<file path="config.mk">
export PLATFORM = sky130hd
export DESIGN_NAME = cpc_pre
export DESIGN_NICKNAME = d
export VERILOG_FILES = /design/src/rtl/cpc_pkg.sv /design/src/rtl/cpc_pre.sv
export SDC_FILE = /design/constraint.sdc
export NUM_CORES = 1
export LEC_CHECK = 0
export BUFFER_PORTS_ARGS = -buffer_cell sky130_fd_sc_hd__buf_2
export CAP_MARGIN = 30
export CORE_ASPECT_RATIO = 1.5
export CORE_MARGIN = 2
export CORE_UTILIZATION = 52
export DETAILED_ROUTE_END_ITERATION = 10
export GPL_TIMING_DRIVEN = 1
export PLACE_DENSITY = 0.87
export SKIP_LAST_GASP = 1
export SYNTH_ARGS = -nofsm -noshare
export SYNTH_HDL_FRONTEND = slang
export SYNTH_SLANG_ARGS = --single-unit
</file>
<file path="constraint.sdc">
create_clock -name clk -period 4.5 [get_ports clk]
set_clock_uncertainty 0.05 [all_clocks]
set_input_delay 0.225 -clock clk [delete_from_list [all_inputs] [get_ports clk]]
set_output_delay 0.225 -clock clk [all_outputs]
set_load 0.02 [all_outputs]
</file>
<file path="src/rtl/cpc_pkg.sv">
// Shared constants, types and the arctangent table of the coordinate converter.
package cpc_pkg;

	// Fraction bits carried by coordinates inside the rotator.
	localparam int GUARD = 16;
	// Angle register width: a 32-bit turn plus headroom for the rotation residue.
	localparam int ZW = 34;
	// Low slice of the magnitude taken into the first partial product.
	localparam int LO_W = 24;
	// Converged CORDIC gain in Q0.32.
	localparam logic [31:0] GAIN = 32'd2608131496;
	localparam logic signed [ZW-1:0] Z_HALF = 34'sh0_8000_0000;

	// atan(2^-i) in units of 2^-32 turn, rounded to nearest.
	localparam logic [31:0] ATAN [32] = '{
		32'h20000000, 32'h12E4051E, 32'h09FB385B, 32'h051111D4,
		32'h028B0D43, 32'h0145D7E1, 32'h00A2F61E, 32'h00517C55,
		32'h0028BE53, 32'h00145F2F, 32'h000A2F98, 32'h000517CC,
		32'h00028BE6, 32'h000145F3, 32'h0000A2FA, 32'h0000517D,
		32'h000028BE, 32'h0000145F, 32'h00000A30, 32'h00000518,
		32'h0000028C, 32'h00000146, 32'h000000A3, 32'h00000051,
		32'h00000029, 32'h00000014, 32'h0000000A, 32'h00000005,
		32'h00000003, 32'h00000001, 32'h00000001, 32'h00000000
	};

	typedef enum logic {
		OP_TO_POLAR = 1'b0,
		OP_TO_CART  = 1'b1
	} op_t;

	typedef struct packed {
		op_t  op;
		logic origin;
	} ctl_t;

endpackage

</file>
<file path="src/rtl/cpc_pre.sv">
// Input stage: scales operands and folds them into the rotator's convergence range.
module cpc_pre #(
	parameter int DW = 16,
	parameter int XW = 35
) (
	input  logic                        clk,
	input  logic                        arst_n,
	input  logic                        in_valid,
	output logic                        in_ready,
	input  logic                        operation,
	input  logic signed [DW-1:0]        a,
	input  logic signed [DW-1:0]        b,
	output logic                        out_valid,
	input  logic                        out_ready,
	output logic signed [XW-1:0]        x_out,
	output logic signed [XW-1:0]        y_out,
	output logic signed [cpc_pkg::ZW-1:0] z_out,
	output cpc_pkg::ctl_t               ctl_out
);
	import cpc_pkg::*;

	logic                 v_s1;
	logic signed [XW-1:0] x_s1, y_s1;
	logic signed [ZW-1:0] z_s1;
	ctl_t                 ctl_s1;

	logic signed [XW-1:0] x0, y0, x_nx, y_nx;
	logic signed [ZW-1:0] z_nx;
	logic [31:0]          zb;
	logic                 flip;
	ctl_t                 ctl_nx;

	assign in_ready = !v_s1 || out_ready;

	always_comb begin
		x0 = XW'(a) <<< GUARD;
		y0 = XW'(b) <<< GUARD;
		flip = b[DW-1] ^ b[DW-2];
		zb = 32'(unsigned'(b)) << (32 - DW);
		ctl_nx.op = op_t'(operation);
		ctl_nx.origin = 1'b0;
		if (ctl_nx.op == OP_TO_POLAR) begin
			ctl_nx.origin = (a == '0) && (b == '0);
			// left half plane: rotate by pi first
			if (a[DW-1]) begin
				x_nx = -x0;
				y_nx = -y0;
				z_nx = Z_HALF;
			end else begin
				x_nx = x0;
				y_nx = y0;
				z_nx = '0;
			end
		end else begin
			// angle outside [-pi/2, pi/2): negate radius, shift by pi
			zb[31] = zb[31] ^ flip;
			x_nx = flip ? -x0 : x0;
			y_nx = '0;
			z_nx = ZW'(signed'(zb));
		end
	end

	always_ff @(posedge clk or negedge arst_n) begin
		if (!arst_n) begin
			v_s1 <= 1'b0;
		end else if (in_ready) begin
			v_s1 <= in_valid;
		end
	end

	always_ff @(posedge clk) begin
		if (in_ready) begin
			x_s1 <= x_nx;
			y_s1 <= y_nx;
			z_s1 <= z_nx;
			ctl_s1 <= ctl_nx;
		end
	end

	assign out_valid = v_s1;
	assign x_out = x_s1;
	assign y_out = y_s1;
	assign z_out = z_s1;
	assign ctl_out = ctl_s1;
endmodule

</file>
==> results.md <==
- First-pass GRT wire length: approximately 10 mm
- Clk root buf: clkbuf_8
- Max Transition Viols Final: 0
- Yosys reg bits: 58
- RSZ-0062 raised after global routing: no
- Drt pass-1 iters: 4
- Reg2Reg Setup Slack: approximately 2700 ps
- Num ports: around 150
- Fill cells: roughly 530
- Cts repair resizes: 0
- Maximum vdd drop: around 0.19 mV
- Diode count: 0
- Fin Setup TNS: 0 ps
- TritonCTS clock tree: built
- Core area: 0.00617 mm²
- Worst hold path type: primary input to flip-flop
- H-tree levels: 3
- Sequential area share after synthesis: between 50 and 60%
- Largest net degree at the start of global routing: 45
- Register area: about 0.0017 mm²
- Critical path type: flip-flop to primary output
- Sw Share: 29.5%
- Final wirelength: around 6.6 mm
- Most frequent cells in the layout: 96 x buf_2, 57 x edfxtp_1, 48 x conb_1
- # rows: 35
- Synth Cell Area: between 0.003 and 0.004 mm²
- # DRC: 0
- Yosys warning total: 0
- Netlist cell types: just over 40
- Die H: a little over 100 µm
- GRT Overall Usage: around 18%
- Routability cong.: ~0.75
- Clk pwr share: 31.1%
- Crit path arrival time: about 2000 ps
- Pwr Total: about 1.4 mW
- Combinational power share: a little over a fifth
- Post-synth EDFFs: 57
- Ys async rst share: under 10%
- Initial antenna violation count: 0
- PortBufs: 96
- Skew-Pair Late Insertion Delay: 340 ps
- Global route overflow: 0
- Startpoint Class: flip-flop
- P&R area growth vs syn: 15.4%
- Pwr Density: 369 mW/mm²
- Sequential share of power: 47.5%
- Post-route antenna net violation count: 0
- Top_reg_cell synth: edfxtp_1
- Nets: 427
- Psw: around 0.42 mW
- Final Hold Vio Count: 0
- Synthesized area per cell: 11.5 µm²
- Setup Buffers After CTS: 0
- Hold Buf Count CTS: 1
- Clk sinks: between 50 and 60
- Internal Power: around 1.0 mW
- Crit Path Max Fanout: 32
- Post-Syn Instances: between 200 and 300
- Effective utilization at floorplan: a little over half
- FMAX: 446 MHz
- Period utilization: between 40 and 50%
- Number of vias per cell: around 5
- Setup crit end kind: primary output
- DP HPWL: 4.83 mm
- Worst Path Required: ~4200 ps
- DR WL/cell: 14.3 µm
- Layout cells sized above 1: 31.3%
- Die area: approximately 0.0071 mm²
- Normalized max-slew margin: roughly half
- Lkg Pwr: ~1.8 nW
- CTS Buffer Depth: 2
- Vias in the first global route: about 2,100
- Num CTS Buffers: 9
- Post-route minimum period: around 2200 ps
- Routed via count: about 2,300
- DR iter-0 viols: ~280
- Actual slew at the worst max-slew pin: roughly 720 ps
- Clock transition at path regs: 60 ps
- Max cap viols: 0
- Width of the die: 69.4 µm
- Commonest non-fill, non-tap cell in the layout: buf_2
- Status: complete, no violations
- Final setup viols: 0
- Area of the multi-input gates: around 0.0013 mm²
[flip-flops by register name, indices dropped and copies added, names as in the netlist]
signal and cells:
ctl_out 2, out_valid 1, x_out 19, y_out 19, z_out 17
[power groups by stage]
stage               Clock (mW)  Sequential, mW  Combinational (mW)
global route             0.474           0.679               0.326
CTS                      0.452           0.675               0.305
detailed placement           0           0.685               0.304
floorplan                    0           0.760               0.164
finish                   0.442           0.674               0.304
global placement             0           0.684               0.297
[stage by stage]
step | setup WS (ps) | area [µm²] | hold slack, ps | util [%] | cells
2_1_floorplan | 2080 | 3510 | -121 | - | 336
3_3_place_gp | 2200 | 3660 | -50.3 | 59.4 | 444
3_5_place_dp | 2140 | 3660 | -48.4 | 59.4 | 444
4_1_cts | 2200 | 3850 | 13.0 | 62.4 | 460
5_1_grt | 2130 | 3850 | 27.5 | 62.4 | 460
6_report | 2260 | 3850 | 27.7 | 62.4 | 460
[cells in the mapped netlist, types with 2 or more instances]
library cell	instances	area, µm²
edfxtp_1	57	1710
buf_4	49	368
nor2_1	26	97.6
xor2_1	20	175
and2_1	17	106
clkbuf_1	11	41.3
inv_1	10	37.5
a21oi_1	9	45.0
xnor2_1	9	78.8
ha_1	8	100
nand2_1	8	30.0
nor3_1	7	35.0
nand2b_1	5	31.3
o31ai_1	5	37.5
nor4_1	4	25.0
o21ai_0	4	20.0
a31oi_1	3	18.8
mux2_2	3	33.8
o41ai_2	3	48.8
or3_1	3	18.8
and3_1	2	12.5
buf_2	2	10.0
mux2i_1	2	20.0
nor2b_1	2	12.5
o41ai_1	2	17.5
o41ai_4	2	55.1
or2_2	2	12.5
[worst max-delay path: stages, from the launching register on]
cell,delay (ps)
dfrtp_1,380
nand2b_2,500
buf_4,480
buf_2,240
[layout make-up]
cell class | count | share of cell area [%]
Clock inverter | 4 | 1.14
Sequential cell | 58 | 45.1
Multi-Input combinational cell | 205 | 34.0
Inverter | 10 | 0.975
Tap cell | 74 | 2.40
Timing Repair Buffer | 98 | 12.9
Clock buffer | 11 | 3.41
[cells by family (layout without fill, tap and decap cells)]
group	after synthesis	in the layout	share of synthesized area (%)
simple gates	83	83	13.3
buf+inv	73	123	14.0
flops	58	58	52.1
compound gates	32	32	8.29
xor+xnor	29	29	7.61
fa+ha+maj	8	8	3.00
mux	5	5	1.61
other cells	1	48	0.112
[worst paths after layout]
| path | from | end | cells after the start |
|---|---|---|---|
| max reg2reg | out_valid | z_out[31] | 2 |
| min | in_valid | out_valid | 2 |
| max | out_valid | in_ready | 3 |
| min in group asynchronous | arst_n | out_valid | 2 |
| min reg2reg | out_valid | out_valid | 2 |
| max in group asynchronous | arst_n | out_valid | 2 |
[layer usage]
layer / routed length (µm) / global-route usage (%)
met1: 2350 / 18.8
met2: 3510 / 34.8
met3: 590 / 5.13
met4: 116 / 7.69
met5: 0 / 0
Note: power is estimated with default switching activity, not from simulation.
