**config.mk**
```make
export PLATFORM = sky130hd
export DESIGN_NAME = cpc_scale
export DESIGN_NICKNAME = d
export VERILOG_FILES = /design/src/rtl/cpc_pkg.sv /design/src/rtl/cpc_scale.sv
export SDC_FILE = /design/constraint.sdc
export NUM_CORES = 2
export LEC_CHECK = 0
export BUFFER_PORTS_ARGS = -buffer_cell sky130_fd_sc_hd__buf_2
export CAP_MARGIN = 0
export CORE_ASPECT_RATIO = 0.7
export CORE_MARGIN = 3
export CORE_UTILIZATION = 50
export DETAILED_ROUTE_END_ITERATION = 8
export GPL_ROUTABILITY_DRIVEN = 1
export GPL_TIMING_DRIVEN = 0
export PLACE_DENSITY_LB_ADDON = 0.3
export SLEW_MARGIN = 5
export SYNTH_ARGS = -nofsm -noshare
export SYNTH_HDL_FRONTEND = slang
export SYNTH_SLANG_ARGS = --single-unit
```
**constraint.sdc**
```tcl
create_clock -name clk -period 6.25 [get_ports clk]
set_input_delay 0.3125 -clock clk [delete_from_list [all_inputs] [get_ports clk]]
set_output_delay 0.3125 -clock clk [all_outputs]
set_load 0.02 [all_outputs]
```
**src/rtl/cpc_pkg.sv**
```systemverilog
// Shared constants, types and the arctangent table of the coordinate converter.
package cpc_pkg;

	// Fraction bits carried by coordinates inside the rotator.
	localparam int GUARD = 16;
	// Angle register width: a 32-bit turn plus headroom for the rotation residue.
	localparam int ZW = 34;
	// Low slice of the magnitude taken into the first partial product.
	localparam int LO_W = 24;
	// Converged CORDIC gain in Q0.32.
	localparam logic [31:0] GAIN = 32'd2608131496;
	localparam logic signed [ZW-1:0] Z_HALF = 34'sh0_8000_0000;

	// atan(2^-i) in units of 2^-32 turn, rounded to nearest.
	localparam logic [31:0] ATAN [32] = '{
		32'h20000000, 32'h12E4051E, 32'h09FB385B, 32'h051111D4,
		32'h028B0D43, 32'h0145D7E1, 32'h00A2F61E, 32'h00517C55,
		32'h0028BE53, 32'h00145F2F, 32'h000A2F98, 32'h000517CC,
		32'h00028BE6, 32'h000145F3, 32'h0000A2FA, 32'h0000517D,
		32'h000028BE, 32'h0000145F, 32'h00000A30, 32'h00000518,
		32'h0000028C, 32'h00000146, 32'h000000A3, 32'h00000051,
		32'h00000029, 32'h00000014, 32'h0000000A, 32'h00000005,
		32'h00000003, 32'h00000001, 32'h00000001, 32'h00000000
	};

	typedef enum logic {
		OP_TO_POLAR = 1'b0,
		OP_TO_CART  = 1'b1
	} op_t;

	typedef struct packed {
		op_t  op;
		logic origin;
	} ctl_t;

endpackage

```
**src/rtl/cpc_scale.sv**
```systemverilog
// Gain compensation, angle rounding and the output register.
module cpc_scale #(
	parameter int DW = 16,
	parameter int XW = 35
) (
	input  logic                          clk,
	input  logic                          arst_n,
	input  logic                          in_valid,
	output logic                          in_ready,
	input  logic signed [XW-1:0]          x_in,
	input  logic signed [XW-1:0]          y_in,
	input  logic signed [cpc_pkg::ZW-1:0] z_in,
	input  cpc_pkg::ctl_t                 ctl_in,
	output logic                          out_valid,
	input  logic                          out_ready,
	output logic signed [DW:0]            first_result,
	output logic signed [DW:0]            second_result
);
	import cpc_pkg::*;

	localparam int HW = XW - LO_W;
	localparam int SW = XW + 33;
	localparam int PW = SW - 48;
	localparam int SH = 32 - DW;
	localparam logic [32:0] HALF = (DW < 32) ? (33'd1 << (31 - DW)) : 33'd0;
	// rounding of the gain product and of the guard bits, merged into one add
	localparam logic [SW-1:0] ROUND_C = (SW'(1) << 47) | (SW'(1) << 31);

	logic rdy1, rdy2, rdy3, rdy4;
	logic v_s1, v_s2, v_s3, v_s4;

	logic [XW-1:0]    mx_s1, my_s1;
	logic             nx_s1, ny_s1, nx_s2, ny_s2, nx_s3, ny_s3;
	logic [DW:0]      ang_s1, ang_s2, ang_s3;
	ctl_t             ctl_s1, ctl_s2, ctl_s3, ctl_s4;
	logic [LO_W+31:0] plx_s2, ply_s2;
	logic [HW+31:0]   phx_s2, phy_s2;
	logic [PW-1:0]    px_s3, py_s3;
	logic signed [DW:0] first_s4, second_s4;

	logic [32:0]     tsum;
	logic [31:0]     tw;
	logic [DW-1:0]   t;
	logic [DW:0]     ang_nx;
	logic [SW-1:0]   sumx, sumy;
	logic signed [PW-1:0] fx, fy;

	assign rdy4 = !v_s4 || out_ready;
	assign rdy3 = !v_s3 || rdy4;
	assign rdy2 = !v_s2 || rdy3;
	assign rdy1 = !v_s1 || rdy2;
	assign in_ready = rdy1;

	always_comb begin
		tsum = {1'b0, z_in[31:0]} + HALF;
		tw = 32'(tsum >> SH);
		t = tw[DW-1:0];
		// +pi stays positive, everything above it wraps negative
		ang_nx = ctl_in.origin ? '0 : {t[DW-1] & (|t[DW-2:0]), t};
	end

	always_comb begin
		sumx = (SW'(phx_s2) << LO_W) + SW'(plx_s2) + ROUND_C;
		sumy = (SW'(phy_s2) << LO_W) + SW'(ply_s2) + ROUND_C;
		fx = nx_s3 ? -signed'(px_s3) : signed'(px_s3);
		fy = ny_s3 ? -signed'(py_s3) : signed'(py_s3);
	end

	always_ff @(posedge clk or negedge arst_n) begin
		if (!arst_n) begin
			v_s1 <= 1'b0;
			v_s2 <= 1'b0;
			v_s3 <= 1'b0;
			v_s4 <= 1'b0;
		end else begin
			if (rdy1) begin
				v_s1 <= in_valid;
			end
			if (rdy2) begin
				v_s2 <= v_s1;
			end
			if (rdy3) begin
				v_s3 <= v_s2;
			end
			if (rdy4) begin
				v_s4 <= v_s3;
			end
		end
	end

	always_ff @(posedge clk) begin
		if (rdy1) begin
			mx_s1 <= x_in[XW-1] ? unsigned'(-x_in) : unsigned'(x_in);
			my_s1 <= y_in[XW-1] ? unsigned'(-y_in) : unsigned'(y_in);
			nx_s1 <= x_in[XW-1];
			ny_s1 <= y_in[XW-1];
			ang_s1 <= ang_nx;
			ctl_s1 <= ctl_in;
		end
		if (rdy2) begin
			plx_s2 <= mx_s1[LO_W-1:0] * GAIN;
			ply_s2 <= my_s1[LO_W-1:0] * GAIN;
			phx_s2 <= mx_s1[XW-1:LO_W] * GAIN;
			phy_s2 <= my_s1[XW-1:LO_W] * GAIN;
			nx_s2 <= nx_s1;
			ny_s2 <= ny_s1;
			ang_s2 <= ang_s1;
			ctl_s2 <= ctl_s1;
		end
		if (rdy3) begin
			px_s3 <= sumx[SW-1:48];
			py_s3 <= sumy[SW-1:48];
			nx_s3 <= nx_s2;
			ny_s3 <= ny_s2;
			ang_s3 <= ang_s2;
			ctl_s3 <= ctl_s2;
		end
		if (rdy4) begin
			first_s4 <= fx[DW:0];
			second_s4 <= (ctl_s3.op == OP_TO_CART) ? fy[DW:0] : signed'(ang_s3);
			ctl_s4 <= ctl_s3;
		end
	end

	assign out_valid = v_s4;
	assign first_result = first_s4;
	assign second_result = second_s4;

	// a radius never comes out negative
	a_radius_nonneg: assert property (@(posedge clk) disable iff (!arst_n)
		v_s4 && ctl_s4.op == OP_TO_POLAR |-> !first_s4[DW])
		else $error("negative radius");

	a_origin_zero: assert property (@(posedge clk) disable iff (!arst_n)
		v_s4 && ctl_s4.origin |-> first_s4 == '0 && second_s4 == '0)
		else $error("origin did not give zero result");

	a_hold_s3: assert property (@(posedge clk) disable iff (!arst_n)
		v_s3 && !rdy4 |=> v_s3 && $stable(px_s3) && $stable(py_s3))
		else $error("stalled product stage changed");
endmodule

```
==> flow_summary_export.csv <==
group,metric,value,unit
status,status,"finished, violations left",
status,failed_checks,"setup timing",
setup_path,cp.arrival,7.31,ns
flow_run,max-cap-violations,0,
clock_network,insertion_delay,0.59,ns
floorplanning,io_pins,146,
clock_network,path_clk_slew,0.08,ns
grt,grt_pass1_vias,34466,
synthesis,postSynthCellCount,4532,
synthesis,synth_area_leaders,"fa_1 (32%), ha_1 (20%), edfxtp_1 (20%), inv_1 (9.0%), xnor2_1 (3.2%)",
setup_path,rr_worst_depth,26,
sta,worst_slack,-0.713,ns
synthesis,synth_cell_types,71,
drt,met2_length,52.1,mm
sta,finalMaxSlewViolations,0,
setup_path,cp.required,6.60,ns
drt,wire_per_inst,19.7,um
synthesis,synthFlopType,"edfxtp_1",
sta,max_freq,0.144,GHz
synthesis,synthesis.nets,6249,
floorplanning,num_rows,96,
synthesis,syn_avg_cell_area,10.9,um^2
synthesis,synthTopCellsByCount,"inv_1 (1190), fa_1 (804), ha_1 (803)",
floorplanning,die_y,270,um
place,place_hpwl,105,mm
grt,grt_overflow_total,0,
setup_path,path_common_cell,"fa_2",
sta,worst_pin_slew,1.22,ns
layout,finalNonFillerCells,6350,
sta,period_needed,6.96,ns
layout,nNetsFinal,6707,
floorplanning,die-area,0.103,mm^2
min_path,min_path_type,"input pin to flop",
drt,wirelength,125,mm
drt,antenna_left,0,
synthesis,synth_area,0.0496,mm^2
clock_network,cts_tree,"done",
layout,final_layout_size_suffix_gt1_frac,0.167,
clock_network,cts_sinks,336,
clock_network,cts-root-buf,"clkbuf_16",
sta,setup_viol,49,
setup_path,crit_family,"adder cells",
grt,antenna_found_initial,9,
setup_path,cp_num_cells,26,
synthesis,synth.most_common_cell,"inv_1",
synthesis,synth_edf_count,332,
sta,rsz0062_at_grt,"true",
sta,fin_skew,0.0230,ns
clock_network,htreeDepth,2,
clock_network,clk_path_buf_depth,3,
clock_network,numCtsBuffers,38,
synthesis,yosysWarnings,0,
drt,wl_met3,13.4,mm
min_path,whs_path_depth,2,
setup_path,path_max_fanout,4,
drt,viasPerCell,5.24,
place,dp.cells,5990,
setup_path,path_buf_inv,10,
synthesis,synth_top_area_cell,"fa_1",
floorplanning,core,0.0983,mm^2
grt,grt_pass1_wl,196,mm
setup_path,worstSetupEndpointType,"flop",
setup_path,start_kind,"flop",
layout,synthToLayoutAreaGrowth,16.1,%
grt,grt_max_degree,60,
drt,route.top_layer_used,"met5",
floorplanning,start_util,0.505,
sta,slew_headroom,0.187,
drt,drtIter0Drc,2335,
setup_path,crit_type,"flop to flop",
drt,drtPass1Iterations,5,
sta,min_period_over_period,1.11,
setup_path,cp_slowest_cell,"fa_2",
layout,final_util,0.587,
sta,final_hold_viol_count,0,
synthesis,async_flop_share,0.0119,
drt,drc,0,
floorplanning,die_w,383,um
place,routabilityCongestion,1.01,
synthesis,synth_top_area_frac,0.324,
place,numPortBuffers,126,
grt,track_usage,0.246,
synthesis,synth_seq_area_share,0.203,
synthesis,ys_ff_latch,336,
drt,dr_total_vias,33261,
setup_path,slowest_delay,0.63,ns
drt,wl_met1,57.7,mm
-- sequential cells by signal (all words and copies together), names as in the netlist, 17 cells and up --
register / count
ply_s2: 29
phy_s2: 38
ang_s2: 17
first_result: 17
ang_s1: 17
py_s3: 17
plx_s2: 29
second_result: 17
mx_s1: 35
my_s1: 35
phx_s2: 38
ang_s3: 17
px_s3: 17
-- path summary, 6_finish.rpt --
kind                                         start                     to  slack (ns)
setup / recovery               my_s1[12]$_DFFE_PP_   ply_s2[45]$_DFFE_PP_       -0.71
min in group asynchronous                   arst_n  out_valid$_DFFE_PN0P_        0.07
hold / removal                             x_in[6]     mx_s1[6]$_DFFE_PP_        0.03
setup reg to reg               my_s1[12]$_DFFE_PP_   ply_s2[45]$_DFFE_PP_       -0.71
hold reg to reg            ang_s1[0]$_SDFFCE_PP0P_    ang_s2[0]$_DFFE_PP_        0.41
max in group asynchronous                   arst_n       v_s3$_DFFE_PN0P_        6.06
-- cells in the final DEF (no fill, tap or decap), types with 54 or more instances in the layout --
cell / n
a21o_1: 86
a21oi_1: 140
buf_2: 126
buf_4: 219
buf_6: 54
edfxtp_1: 332
fa_1: 749
fa_2: 55
ha_1: 713
ha_4: 68
inv_1: 1131
nand2_1: 103
nor2_1: 124
o21ai_0: 85
xnor2_1: 171
xor2_1: 84
-- layout make-up --
type,count,area (um^2)
antenna,7,17.5
buffer,28,116
clock buffer,42,966
clock inverter,28,234
fill,8235,40600
inverter,1190,4490
multi-input combinational,2976,36900
sequential,336,10100
tap,1323,1660
timing repair buffer,420,3220
-- worst register-to-register path, cell delays in order (launching register included) --
cell and delay, ns:
edfxtp_1 0.52, buf_6 0.19, fa_2 0.59, buf_6 0.10
inv_2 0.03, fa_1 0.50, inv_2 0.05, fa_2 0.57
fa_2 0.44, fa_2 0.37, fa_1 0.48, inv_1 0.05
fa_2 0.63, inv_2 0.07, ha_4 0.28, a21o_1 0.10
a21o_1 0.11, a21oi_2 0.06, buf_4 0.14, o2bb2ai_2 0.12
nand2b_4 0.19, o41ai_4 0.48, buf_4 0.21, a21oi_4 0.07
buf_4 0.15, buf_6 0.11, xnor2_1 0.11
-- layer usage --
metal	vias to the layer above	GRT usage
li1	15585	-
met1	16512	0.373
met2	1039	0.351
met3	123	0.0766
met4	2	0.0393
met5	-	0
-- metrics by stage --
step / setup TNS, ns / hold slack, ns / setup slack (ns) / instance area [um^2]
after floorplan: -0.0918 / 0.0169 / -0.0593 / 50200
after global placement: -369.88 / 0.121 / -1.90 / 52400
after detailed placement: -42.99 / 0.120 / -1.39 / 52600
after CTS: -14.42 / 0.000712 / -0.608 / 56200
after global routing: -25.71 / 0.00812 / -0.850 / 57600
final: -17.64 / 0.0339 / -0.713 / 57600
-- cell families after synthesis --
group	share of synthesized area
flip-flops	0.203
AND/OR/NAND/NOR	0.0538
buffers and inverters	0.0923
XOR/XNOR	0.0477
multiplexers	0.00280
AO/OA/AOI/OAI	0.0737
adder cells (fa/ha/maj)	0.527
-- what timing repair did --
| item | CTS | global route |
|---|---|---|
| pin swaps | 87 | 144 |
| setup endpoints to repair | 65 | 65 |
| resized for setup | 196 | 182 |
| endpoints found under the hold margin | 12 | 0 |
| hold buffers | 8 | 0 |
| setup buffers | 194 | 96 |
Power is not shown: default switching activity piles up to over one toggle a cycle in this logic, so the estimate is an artifact.
