===== config.mk =====
export PLATFORM = sky130hd
export DESIGN_NAME = cpc_iter
export DESIGN_NICKNAME = d
export VERILOG_FILES = /design/src/rtl/cpc_pkg.sv /design/src/rtl/cpc_iter.sv
export SDC_FILE = /design/constraint.sdc
export NUM_CORES = 1
export LEC_CHECK = 0
export BUFFER_PORTS_ARGS = -buffer_cell sky130_fd_sc_hd__buf_4
export CELL_PAD_IN_SITES_DETAIL_PLACEMENT = 1
export CELL_PAD_IN_SITES_GLOBAL_PLACEMENT = 2
export CORE_ASPECT_RATIO = 1.5
export CORE_MARGIN = 3
export CORE_UTILIZATION = 35
export CTS_BUF_LIST = sky130_fd_sc_hd__clkbuf_16
export CTS_CLUSTER_SIZE = 16
export DETAILED_ROUTE_END_ITERATION = 7
export PLACE_DENSITY = 0.89
export SLEW_MARGIN = 30
export SYNTH_ARGS = -nofsm -noshare
export SYNTH_HDL_FRONTEND = slang
export SYNTH_SLANG_ARGS = --single-unit

===== constraint.sdc =====
create_clock -name clk -period 10.6 [get_ports clk]
set_clock_uncertainty 0.2 [all_clocks]
set_input_delay 2.12 -clock clk [delete_from_list [all_inputs] [get_ports clk]]
set_output_delay 2.12 -clock clk [all_outputs]
set_load 0.1 [all_outputs]

===== src/rtl/cpc_pkg.sv =====
// Shared constants, types and the arctangent table of the coordinate converter.
package cpc_pkg;

	// Fraction bits carried by coordinates inside the rotator.
	localparam int GUARD = 16;
	// Angle register width: a 32-bit turn plus headroom for the rotation residue.
	localparam int ZW = 34;
	// Low slice of the magnitude taken into the first partial product.
	localparam int LO_W = 24;
	// Converged CORDIC gain in Q0.32.
	localparam logic [31:0] GAIN = 32'd2608131496;
	localparam logic signed [ZW-1:0] Z_HALF = 34'sh0_8000_0000;

	// atan(2^-i) in units of 2^-32 turn, rounded to nearest.
	localparam logic [31:0] ATAN [32] = '{
		32'h20000000, 32'h12E4051E, 32'h09FB385B, 32'h051111D4,
		32'h028B0D43, 32'h0145D7E1, 32'h00A2F61E, 32'h00517C55,
		32'h0028BE53, 32'h00145F2F, 32'h000A2F98, 32'h000517CC,
		32'h00028BE6, 32'h000145F3, 32'h0000A2FA, 32'h0000517D,
		32'h000028BE, 32'h0000145F, 32'h00000A30, 32'h00000518,
		32'h0000028C, 32'h00000146, 32'h000000A3, 32'h00000051,
		32'h00000029, 32'h00000014, 32'h0000000A, 32'h00000005,
		32'h00000003, 32'h00000001, 32'h00000001, 32'h00000000
	};

	typedef enum logic {
		OP_TO_POLAR = 1'b0,
		OP_TO_CART  = 1'b1
	} op_t;

	typedef struct packed {
		op_t  op;
		logic origin;
	} ctl_t;

endpackage


===== src/rtl/cpc_iter.sv =====
// One CORDIC micro-rotation stage with its own valid bit.
module cpc_iter #(
	parameter int XW = 35,
	parameter int K = 0
) (
	input  logic                          clk,
	input  logic                          arst_n,
	input  logic                          in_valid,
	output logic                          in_ready,
	input  logic signed [XW-1:0]          x_in,
	input  logic signed [XW-1:0]          y_in,
	input  logic signed [cpc_pkg::ZW-1:0] z_in,
	input  cpc_pkg::ctl_t                 ctl_in,
	output logic                          out_valid,
	input  logic                          out_ready,
	output logic signed [XW-1:0]          x_out,
	output logic signed [XW-1:0]          y_out,
	output logic signed [cpc_pkg::ZW-1:0] z_out,
	output cpc_pkg::ctl_t                 ctl_out
);
	import cpc_pkg::*;

	localparam logic signed [ZW-1:0] STEP = ZW'(ATAN[5'(K)]);

	logic                 v_s1;
	logic signed [XW-1:0] x_s1, y_s1;
	logic signed [ZW-1:0] z_s1;
	ctl_t                 ctl_s1;

	logic                 ccw;
	logic signed [XW-1:0] dx, dy, x_nx, y_nx;
	logic signed [ZW-1:0] z_nx;

	assign in_ready = !v_s1 || out_ready;

	always_comb begin
		// vectoring drives y to zero, rotation drives the residual angle to zero
		ccw = (ctl_in.op == OP_TO_CART) ? !z_in[ZW-1] : y_in[XW-1];
		dx = y_in >>> K;
		dy = x_in >>> K;
		x_nx = ccw ? x_in - dx : x_in + dx;
		y_nx = ccw ? y_in + dy : y_in - dy;
		z_nx = ccw ? z_in - STEP : z_in + STEP;
	end

	always_ff @(posedge clk or negedge arst_n) begin
		if (!arst_n) begin
			v_s1 <= 1'b0;
		end else if (in_ready) begin
			v_s1 <= in_valid;
		end
	end

	always_ff @(posedge clk) begin
		if (in_ready) begin
			x_s1 <= x_nx;
			y_s1 <= y_nx;
			z_s1 <= z_nx;
			ctl_s1 <= ctl_in;
		end
	end

	assign out_valid = v_s1;
	assign x_out = x_s1;
	assign y_out = y_s1;
	assign z_out = z_s1;
	assign ctl_out = ctl_s1;
endmodule


==> results.tsv, run 1 <==
metric	value	unit
H-tree level count	3	
result of the run	complete, no violations	
number of buffer cells added on primary ports	217	
switching share of power	51.1	%
WS Path Type	in -> out	
critical hold path startpoint	out_valid	
layout net count	1451	
endpoint type of the worst setup path	primary output	
met2 routing resource usage after global routing	45.0	%
Top FF cell, synth	edfxtp_1	
die area	28600	sq um
fraction of registers with async set/reset	0.943	%
part of the cycle the worst path needs	50.8	%
R2R Path End	y_out[32]	
row count	72	
die boundary height	206	microns
Worst R2R Setup Slack	8600	ps
post-synth cell types	70	
area added between synthesis and finish	23.9	%
Max Clk Rate	186	MHz
worst min-delay path category	reg -> reg	
vias in the first global route	8975	
number of hold violations in the final report	0	
proportion of layout cells with a drive suffix above 1	20.8	%
IR drop worst, VDD	0.146	mV
power density relative to cell area	174	nW/um^2
detailed-route DRC error count	0	
Gate power share	53.9	%
Setup Viol. Count Final	0	
hold path endpoint	out_valid	
Synth Cell Area	9300	sq um
maximum number of pins on one net before global-route repair	63	
Syn Nets	1262	
hpwl dp	27000	microns
routability congestion estimate	0.911	
final critical-path required period	5390	ps
Final ANT Viol Nets	0	
antenna violations before repair	0	
GR met1 Demand/Resource	25.0	%
library cell occupying the most area in the post-synthesis netlist	edfxtp_1	
transition time at the pin with the least slew margin	819	ps
clock buffer depth	2	
Num CTS Buffers	9	
RSZ-0062 raised after global routing	no	
initial detailed-routing violation count	392	
TritonCTS clock tree	yes	
number of buffers added for setup after CTS	0	
total I/O pin count	218	
post-DR vias/cell	5.51	
Avg WL per Cell	21.3	microns
CP Data Required Time	8280	ps
Sequential Power Share	28.6	%
internal power	0.000979	W
flop and latch count out of synthesis	106	
Critical Path Fanout Max	35	
synthesized instance count	1043	
clock transition at the register clock pins on the worst setup and hold paths after CTS	90	ps
grt met3 use	2.56	%
final slew viol count	0	
crit path DAT	3070	ps
source of the worst register-to-register timing path	out_valid	
static power due to leakage	5.02	nW
number of instances resized during post-cts repair	0	
clock root buffer	clkbuf_16	
Pre-antenna DRT Iters	5	
Hold Crit Depth	2	
total clock sinks	106	
routed wire length	33500	microns
Placed Cells incl. Taps	1554	
Clk Latency, worst-skew pair	390	ps
Warnings, synthesis	0	
Die Wd	139	microns
Overflow after GRT	0	
count of placed standard cells in the final layout, fillers left out	1570	
antenna diode count	0	
count of flip-flops with a built-in enable after synthesis	105	
Max-slew headroom	44.8	%
layer with the highest usage	met2	
sequential-to-total area share from yosys stat	34.2	%
top cell type's share of synthesized area	33.9	%
effective utilization at floorplan	35.8	%
mean instance size in the synthesized netlist	8.91	sq um
number of buffers added to fix hold violations after cts	0	
overall fraction of global-route tracks in use	23.0	%
number of maximum-capacitance violations	0	
sw power	0.00102	W
routed via count	8647	
Core Footprint	25900	sq um
post-route setup TNS	0	ps
wire length of the first global-routing pass	51300	microns
crit start category	input port	
length in cells of the worst reg-to-reg path	2	
portion of total power attributed to the clock network	17.5	%
ranking of synthesized cells by area	edfxtp_1 (34%), ha_1 (14%), a21oi_1 (7.1%), xnor2_1 (6.0%), o21ai_0 (4.6%)	
stage by stage:
step           instance area (sq um)  total power (W)  setup slack [ps]  util, %  hold slack [ps]
2_1_floorplan                   9300          0.00139              2900        -             1620
5_1_grt                        11500          0.00209              5030     44.4              850
3_3_place_gp                   11200          0.00165              4850     43.2              706
6_report                       11500          0.00200              5210     44.4              763
4_1_cts                        11500          0.00202              5160     44.4              816
3_5_place_dp                   11200          0.00166              4890     43.2              792
power groups by stage:
stage	clock, W	combinational, W	sequential (W)
2_1_floorplan	0	0.000312	0.00108
3_3_place_gp	0	0.00107	0.000581
3_5_place_dp	0	0.00108	0.000583
4_1_cts	0.000360	0.00108	0.000575
5_1_grt	0.000377	0.00113	0.000581
6_report	0.000351	0.00108	0.000573
flip-flops by register name (all words and copies together), names as in the netlist:
register	count
y_out	35
z_out	34
ctl_out	2
out_valid	1
x_out	34
critical path: stages:
cell and delay [ps]:
buf_4 80, nand2b_4 450, buf_4 390
cell usage in the layout (no fill, tap or decap), drive strengths merged, types with 7 or more instances in the layout:
cell type,instances
a21o,20
a21oi,133
a221oi,7
a31oi,7
and2,8
buf,222
clkbuf,9
clkinv,10
edfxtp,105
ha,105
inv,112
mux2i,15
nand2,39
nand2b,7
nand3,12
nand4,16
nor2,76
nor2b,15
nor3,22
o211ai,15
o21ai,91
o21bai,28
o31ai,7
xnor2,64
xor2,7
layer usage:
metal,vias up,wire length (microns)
li1,4133,-
met1,4229,12600
met2,235,18700
met3,50,1160
met4,0,1040
met5,-,0
layout make-up:
class,instances,area [sq um]
fill,3096,14400
clock inverter,7,77.6
tap,333,417
multi-input combinational,777,5520
timing repair buffer,222,1670
inverter,116,435
clock buffer,9,225
sequential,106,3180
how the worst max path moves through the flow:
stage	from	to
after detailed placement	x_in[9]	y_out[34]
final	out_ready	in_ready
after global placement	x_in[9]	y_out[34]
after CTS	out_ready	in_ready
after floorplan	out_ready	in_ready
after global routing	x_in[9]	y_out[34]
kinds of logic after synthesis:
group           synth area share, %
fa+ha+maj                      15.0
flops                          34.2
buf+inv                        6.55
xor+xnor                       6.69
simple gates                   10.9
compound gates                 25.1
mux                            1.61
cell usage after synthesis (5+ instances only):
library cell / count
xnor2_1: 64
nand3_1: 12
nand4_1: 16
buf_1: 7
clkbuf_1: 32
and2_1: 8
o211ai_1: 15
a221oi_1: 6
nor3_1: 22
o21ai_0: 85
a31oi_1: 7
clkinv_1: 7
nand2b_1: 7
o21ai_1: 5
edfxtp_1: 105
o31ai_1: 6
nor2b_1: 15
mux2i_1: 15
nor2_1: 76
a21boi_0: 5
nand2_1: 39
o21bai_1: 28
a21o_1: 20
a211oi_1: 5
a21oi_1: 132
inv_1: 108
xor2_1: 7
ha_1: 105
(Power assumes the default switching activity.)
==> inputs of run 2 (changes only) <==
Settings changed: ABC_AREA from default to 1, CORE_UTILIZATION 35 to 28, PLACE_DENSITY 0.89 to 0.81.
Clock period 10.6 ns to 4.5 ns, I/O delays scaled along.
==> results.tsv, run 2 <==
metric	value	unit	change
result of the run	complete, no violations		
Warnings, synthesis	0		unchanged
met2 routing resource usage after global routing	41.5	%	-3.5 points
utilization after layout	34.3	%	-10 points
Gate power share	54.1	%	+0.2 points
sequential-to-total area share from yosys stat	28.4	%	-5.8 points
IR drop worst, VDD	0.202	mV	+38%
Critical Path Fanout Max	11		-69%
initial detailed-routing violation count	563		+44%
antenna diode count	0		unchanged
Num CTS Buffers	9		unchanged
portion of total power attributed to the clock network	18.3	%	+0.8 points
endpoint type of the worst setup path	flip-flop		
Overflow after GRT	0		unchanged
final critical-path required period	3260	ps	
TritonCTS clock tree	yes		
switching share of power	52.7	%	+1.6 points
number of inserted filler cells in the final layout	5101		+65%
Pre-antenna DRT Iters	5		unchanged
Setup Viol. Count Final	0		unchanged
hpwl dp	41200	microns	+53%
layer with the highest usage	met2		
area added between synthesis and finish	20.9	%	
crit start category	input port		
number of instances resized during post-cts repair	0		unchanged
length in cells of the worst reg-to-reg path	2		unchanged
Register Area	3180	sq um	unchanged
mean instance size in the synthesized netlist	6.70	sq um	-25%
Worst R2R Setup Slack	2200	ps	-6400 ps
max FFs per register	35		unchanged
final slew viol count	0		unchanged
top-count cell post-synth	nand2_1		
Avg WL per Cell	20.1	microns	-5.6%
WS Path Type	in -> reg		
antenna violations before repair	0		unchanged
Syn Nets	1891		+50%
number of buffers added for setup after CTS	0		unchanged
die boundary height	251	microns	+22%
grt met3 use	2.03	%	-0.53 points
vias in the first global route	12208		+36%
die area	42500	sq um	+49%
Final ANT Viol Nets	0		unchanged
post-DR vias/cell	4.91		-11%
sw power	0.00251	W	+150%
clock buffer depth	2		unchanged
row count	89		+24%
ranking of synthesized cells by instance count	nand2_1 (493), inv_1 (274), nand3_1 (145), a21oi_1 (128), nor2_1 (122)		
static power due to leakage	6.93	nW	+38%
Die Wd	169	microns	+22%
flop and latch count out of synthesis	106		unchanged
most frequent cell on the critical path	nand2_1		
post-synth cell types	43		-39%
proportion of layout cells with a drive suffix above 1	15.9	%	-4.9 points
Top FF cell, synth	edfxtp_1		
Max-slew headroom	37.1	%	-7.7 points
Clk Latency, worst-skew pair	370	ps	-20 ps
GR met1 Demand/Resource	23.9	%	-1.0 points
largest incremental delay on the critical path	630	ps	+180 ps
most common cell after layout, fill and taps aside	nand2_1		
worst-path cell with the longest stage delay	ha_1		
internal power	0.00225	W	+130%
library cell occupying the most area in the post-synthesis netlist	edfxtp_1		
H-tree level count	3		unchanged
detailed-route DRC error count	0		unchanged
Sequential Power Share	27.6	%	-1.0 points
count of flip-flops with a built-in enable after synthesis	105		unchanged
clock transition at the register clock pins on the worst setup and hold paths after CTS	80	ps	about the same
part of the cycle the worst path needs	72.5	%	
number of buffer cells added on primary ports	217		unchanged
top cell type's share of synthesized area	28.2	%	-5.8 points
overall fraction of global-route tracks in use	22.0	%	-0.98 points
RSZ-0062 raised after global routing	no		
routed via count	11618		+34%
Synth Cell Area	11200	sq um	+20%
routability congestion estimate	0.955		+4.7%
Core Footprint	39400	sq um	+52%
worst min-delay path category	in -> async		
highest-count cells in the layout ignoring fill and taps	nand2_1 (492), inv_1 (274), buf_4 (223)		
layout net count	2081		+43%
number of hold violations in the final report	0		unchanged
number of buffers added to fix hold violations after cts	0		unchanged
footprint of the multi-input gates	6660	sq um	+21%
routed wire length	47700	microns	+42%
effective utilization at floorplan	28.4	%	-7.4 points
number of maximum-capacitance violations	0		unchanged
total clock sinks	106		unchanged
transition time at the pin with the least slew margin	943	ps	+125 ps
source of the worst register-to-register timing path	out_valid		
ranking of synthesized cells by area	edfxtp_1 (28%), nand2_1 (17%), ha_1 (12%), inv_1 (9.2%), nand3_1 (6.5%)		
total I/O pin count	218		unchanged
power density relative to cell area	352	nW/um^2	+100%
clock root buffer	clkbuf_16		
CP Data Required Time	4360	ps	-3920 ps
synthesized instance count	1672		+60%
crit path DAT	3120	ps	+50 ps
series of cell instances along the critical path	buf_4 -> inv_1 -> ha_1 -> nand2_1 -> nor2_1 -> nand2_1 -> inv_1 -> nand2_1 -> nand3_1 -> nand2_1 -> nand2_1 -> nand2_1 -> nand3_1 -> o21ai_0		
R2R Path End	y_out[16]		
wire length of the first global-routing pass	70800	microns	+38%
Max Clk Rate	306	MHz	
fraction of registers with async set/reset	0.943	%	unchanged
post-route setup TNS	0	ps	unchanged
maximum number of pins on one net before global-route repair	70		+11%
==> run 2: cell count changes in the layout (fill, tap and decap cells not counted), sizes merged, moves of 11 or more <==
cell,previous run,this run
a21o,20,2
inv,112,288
mux2i,15,2
nand2,39,506
nand3,12,150
nor2,76,141
nor2b,15,0
nor3,22,11
o211ai,15,3
xnor2,64,2
xor2,7,29
==> run 2: how the worst max path moves through the flow <==
stage | start | depth (start not counted) | end | slack, ps
finish | x_in[4] | 14 | x_out[17] | 1240
global placement | x_in[4] | 14 | x_out[17] | 830
global route | x_in[4] | 14 | y_out[17] | 1040
floorplan | out_ready | 2 | in_ready | 860
detailed placement | x_in[0] | 14 | x_out[24] | 840
CTS | x_in[4] | 14 | x_out[17] | 1250
==> run 2: worst max-delay path: cells and delay by family <==
family / cells / cell delay (ps)
fa+ha+maj: 1 / 630
simple gates: 9 / 1140
buf+inv: 3 / 240
compound gates: 1 / 190
==> run 2: power groups by stage <==
stage          clock (W)  combinational, W  sequential [W]
6_report        0.000872           0.00258         0.00131
5_1_grt         0.000932           0.00275         0.00133
4_1_cts         0.000911           0.00260         0.00132
3_5_place_dp           0           0.00259         0.00134
3_3_place_gp           0           0.00257         0.00134
2_1_floorplan          0          0.000870         0.00233
==> run 2: cells by family after synthesis <==
logic type      Yosys count  synth area share [%]
mux                       2                 0.179
simple gates            834                  31.6
fa+ha+maj               109                  12.4
compound gates          261                  12.6
buf+inv                 329                  12.3
xor+xnor                 31                  2.42
flops                   106                  28.4
==> run 2: final cells by class <==
| cell class | instances | share of cell area [%] |
|---|---|---|
| Multi-Input combinational cell | 1237 | 49.2 |
| Sequential cell | 106 | 23.5 |
| Timing Repair Buffer | 224 | 12.5 |
| Inverter | 284 | 7.87 |
| Tap cell | 500 | 4.62 |
| Clock buffer | 9 | 1.66 |
| Clock inverter | 7 | 0.675 |
==> run 2: per-layer routing <==
| metal | wire length (microns) | share of wire (%) |
|---|---|---|
| met5 | 0 | 0 |
| met4 | 2770 | 5.8 |
| met3 | 1500 | 3.1 |
| met1 | 18400 | 39 |
| met2 | 25000 | 53 |
==> run 2: stage by stage <==
step	instance area (sq um)	setup WS (ps)	power [W]	std cells	hold slack, ps
global placement	13200	826	0.00391	2351	476
global route	13500	1040	0.00501	2367	64.7
detailed placement	13200	835	0.00393	2351	481
finish	13500	1240	0.00476	2367	85.1
floorplan	11200	859	0.00320	1672	404
CTS	13500	1250	0.00483	2367	64.3
==> inputs of run 3 (changes only) <==
Clock period 4.5 ns to 3 ns, I/O delays scaled along.
==> results.tsv, run 3 (synthesis gave the netlist of run 2 again) <==
metric	value	unit	change
IR drop worst, VDD	0.280	mV	+39%
detailed-route DRC error count	0		unchanged
vias in the first global route	13397		+9.7%
antenna violations before repair	0		unchanged
Num CTS Buffers	9		unchanged
clock buffer depth	2		unchanged
series of cell instances along the critical path	buf_4 -> ha_1 -> inv_2 -> a21oi_1 -> a21boi_1 -> nand2_1 -> a21oi_1 -> buf_4 -> nand3_1 -> nand3_1 -> nand2_1		
Pre-antenna DRT Iters	5		unchanged
H-tree level count	3		unchanged
most common cell after layout, fill and taps aside	nand2_1		
Die Wd	169	microns	unchanged
die area	42500	sq um	unchanged
number of inserted filler cells in the final layout	5108		+0.14%
largest incremental delay on the critical path	520	ps	-110 ps
post-route cell area	15300	sq um	+13%
worst-path cell with the longest stage delay	ha_1		
worst min-delay path category	in -> reg		
proportion of layout cells with a drive suffix above 1	25.0	%	+9.2 points
initial detailed-routing violation count	629		+12%
hpwl dp	42500	microns	+3.1%
final critical-path required period	2770	ps	
endpoint type of the worst setup path	flip-flop		
Max-slew headroom	66.1	%	+29 points
routed wire length	49100	microns	+3.1%
power density relative to cell area	494	nW/um^2	+40%
number of buffer cells added on primary ports	217		unchanged
WS Path Type	in -> reg		
Core Footprint	39400	sq um	unchanged
static power due to leakage	8.05	nW	+16%
crit path DAT	2710	ps	-410 ps
crit start category	input port		
length in cells of the worst reg-to-reg path	2		unchanged
layout net count	2310		+11%
Setup Viol. Count Final	0		unchanged
Avg WL per Cell	18.9	microns	-6.0%
effective utilization at floorplan	28.4	%	unchanged
worst hold-check slack	187	ps	+102 ps
overall fraction of global-route tracks in use	22.7	%	+0.73 points
Design Power	0.00756	W	+59%
Hold Crit Depth	1		
clock root buffer	clkbuf_16		
Final ANT Viol Nets	0		unchanged
RSZ-0062 raised after global routing	no		
maximum number of pins on one net before global-route repair	84		+20%
highest-count cells in the layout ignoring fill and taps	nand2_1 (492), buf_4 (448), inv_1 (274)		
number of hold violations in the final report	0		unchanged
total I/O pin count	218		unchanged
TritonCTS clock tree	yes		
Critical Path Fanout Max	7		-4
wire length of the first global-routing pass	74300	microns	+4.9%
routability congestion estimate	0.914		-4.2%
number of maximum-capacitance violations	0		unchanged
row count	89		unchanged
Placement Cell Area	15000	sq um	+13%
final slew viol count	0		unchanged
max FFs per register	35		unchanged
CP Data Required Time	2940	ps	-1420 ps
clock transition at the register clock pins on the worst setup and hold paths after CTS	90	ps	about the same
total clock sinks	106		unchanged
area added between synthesis and finish	36.7	%	
transition time at the pin with the least slew margin	506	ps	-438 ps
antenna diode count	0		unchanged
result of the run	complete, no violations		
number of buffers added for setup after CTS	0		unchanged
post-DR vias/cell	4.80		-2.3%
die boundary height	251	microns	unchanged
Overflow after GRT	0		unchanged
Clk Latency, worst-skew pair	370	ps	about the same
routed via count	12449		+7.2%
Max Clk Rate	361	MHz	
part of the cycle the worst path needs	92.4	%	
## run 3: critical path: cells and delay by family
| family | cells | cell delay [ps] |
|---|---|---|
| and+or+nand+nor | 4 | 390 |
| AOI/OAI and AO/OA | 3 | 860 |
| adders and majority gates | 1 | 520 |
| buffers and inverters | 3 | 340 |
## run 3: cell type report
class / instances / area [sq um] / area share [%]
clock inverters: 7 / 91.3 / 0.597
well taps: 500 / 626 / 4.09
multi-input cells: 1237 / 6660 / 43.5
inverters: 284 / 1070 / 6.97
clock buffers: 9 / 225 / 1.47
repair buffers: 453 / 3450 / 22.6
flip-flops and latches: 106 / 3180 / 20.8
## run 3: where the power goes
part           internal, W  switching [W]  leakage [nW]
registers          0.00190      0.0000682          1.07
clock network     0.000608       0.000718         0.152
logic              0.00119        0.00308          6.83
total              0.00370        0.00386          8.05
## run 3: repair_timing
| action | 4_1_cts | 5_1_grt |
|---|---|---|
| hold buffers | 1 | 0 |
| endpoints found under the hold margin | 1 | 0 |
| setup endpoints to repair | 0 | 6 |
| gates resized for setup | 0 | 1 |
## run 3: per-stage QoR
stage / setup TNS, ps / setup WS (ps) / instances / util [%]
floorplan: 0 / 326 / 1672 / -
CTS: 0 / 212 / 2596 / 38.8
finish: 0 / 229 / 2596 / 38.8
detailed placement: -3210 / -197 / 2579 / 38.0
global placement: -1900 / -179 / 2579 / 38.0
global route: 0 / 53.2 / 2596 / 38.8
## run 3: worst paths after layout
path | start | to | slack (ps)
max | y_in[25] | x_out[34] | 230
min | z_in[0] | z_out[0] | 190
max reg2reg | out_valid | x_out[27] | 1200
min reg2reg | out_valid | z_out[13] | 650
max in group asynchronous | arst_n | out_valid | 2180
min in group asynchronous | arst_n | out_valid | 340
## run 3: per-layer routing
| layer | track usage, % | vias to the layer above | part of all wire (%) |
|---|---|---|---|
| met5 | 0 | - | 0 |
| met2 | 44.4 | 245 | 54 |
| li1 | - | 6186 | - |
| met3 | 1.79 | 77 | 2.8 |
| met1 | 24.7 | 5941 | 39 |
| met4 | 9.73 | 0 | 4.2 |
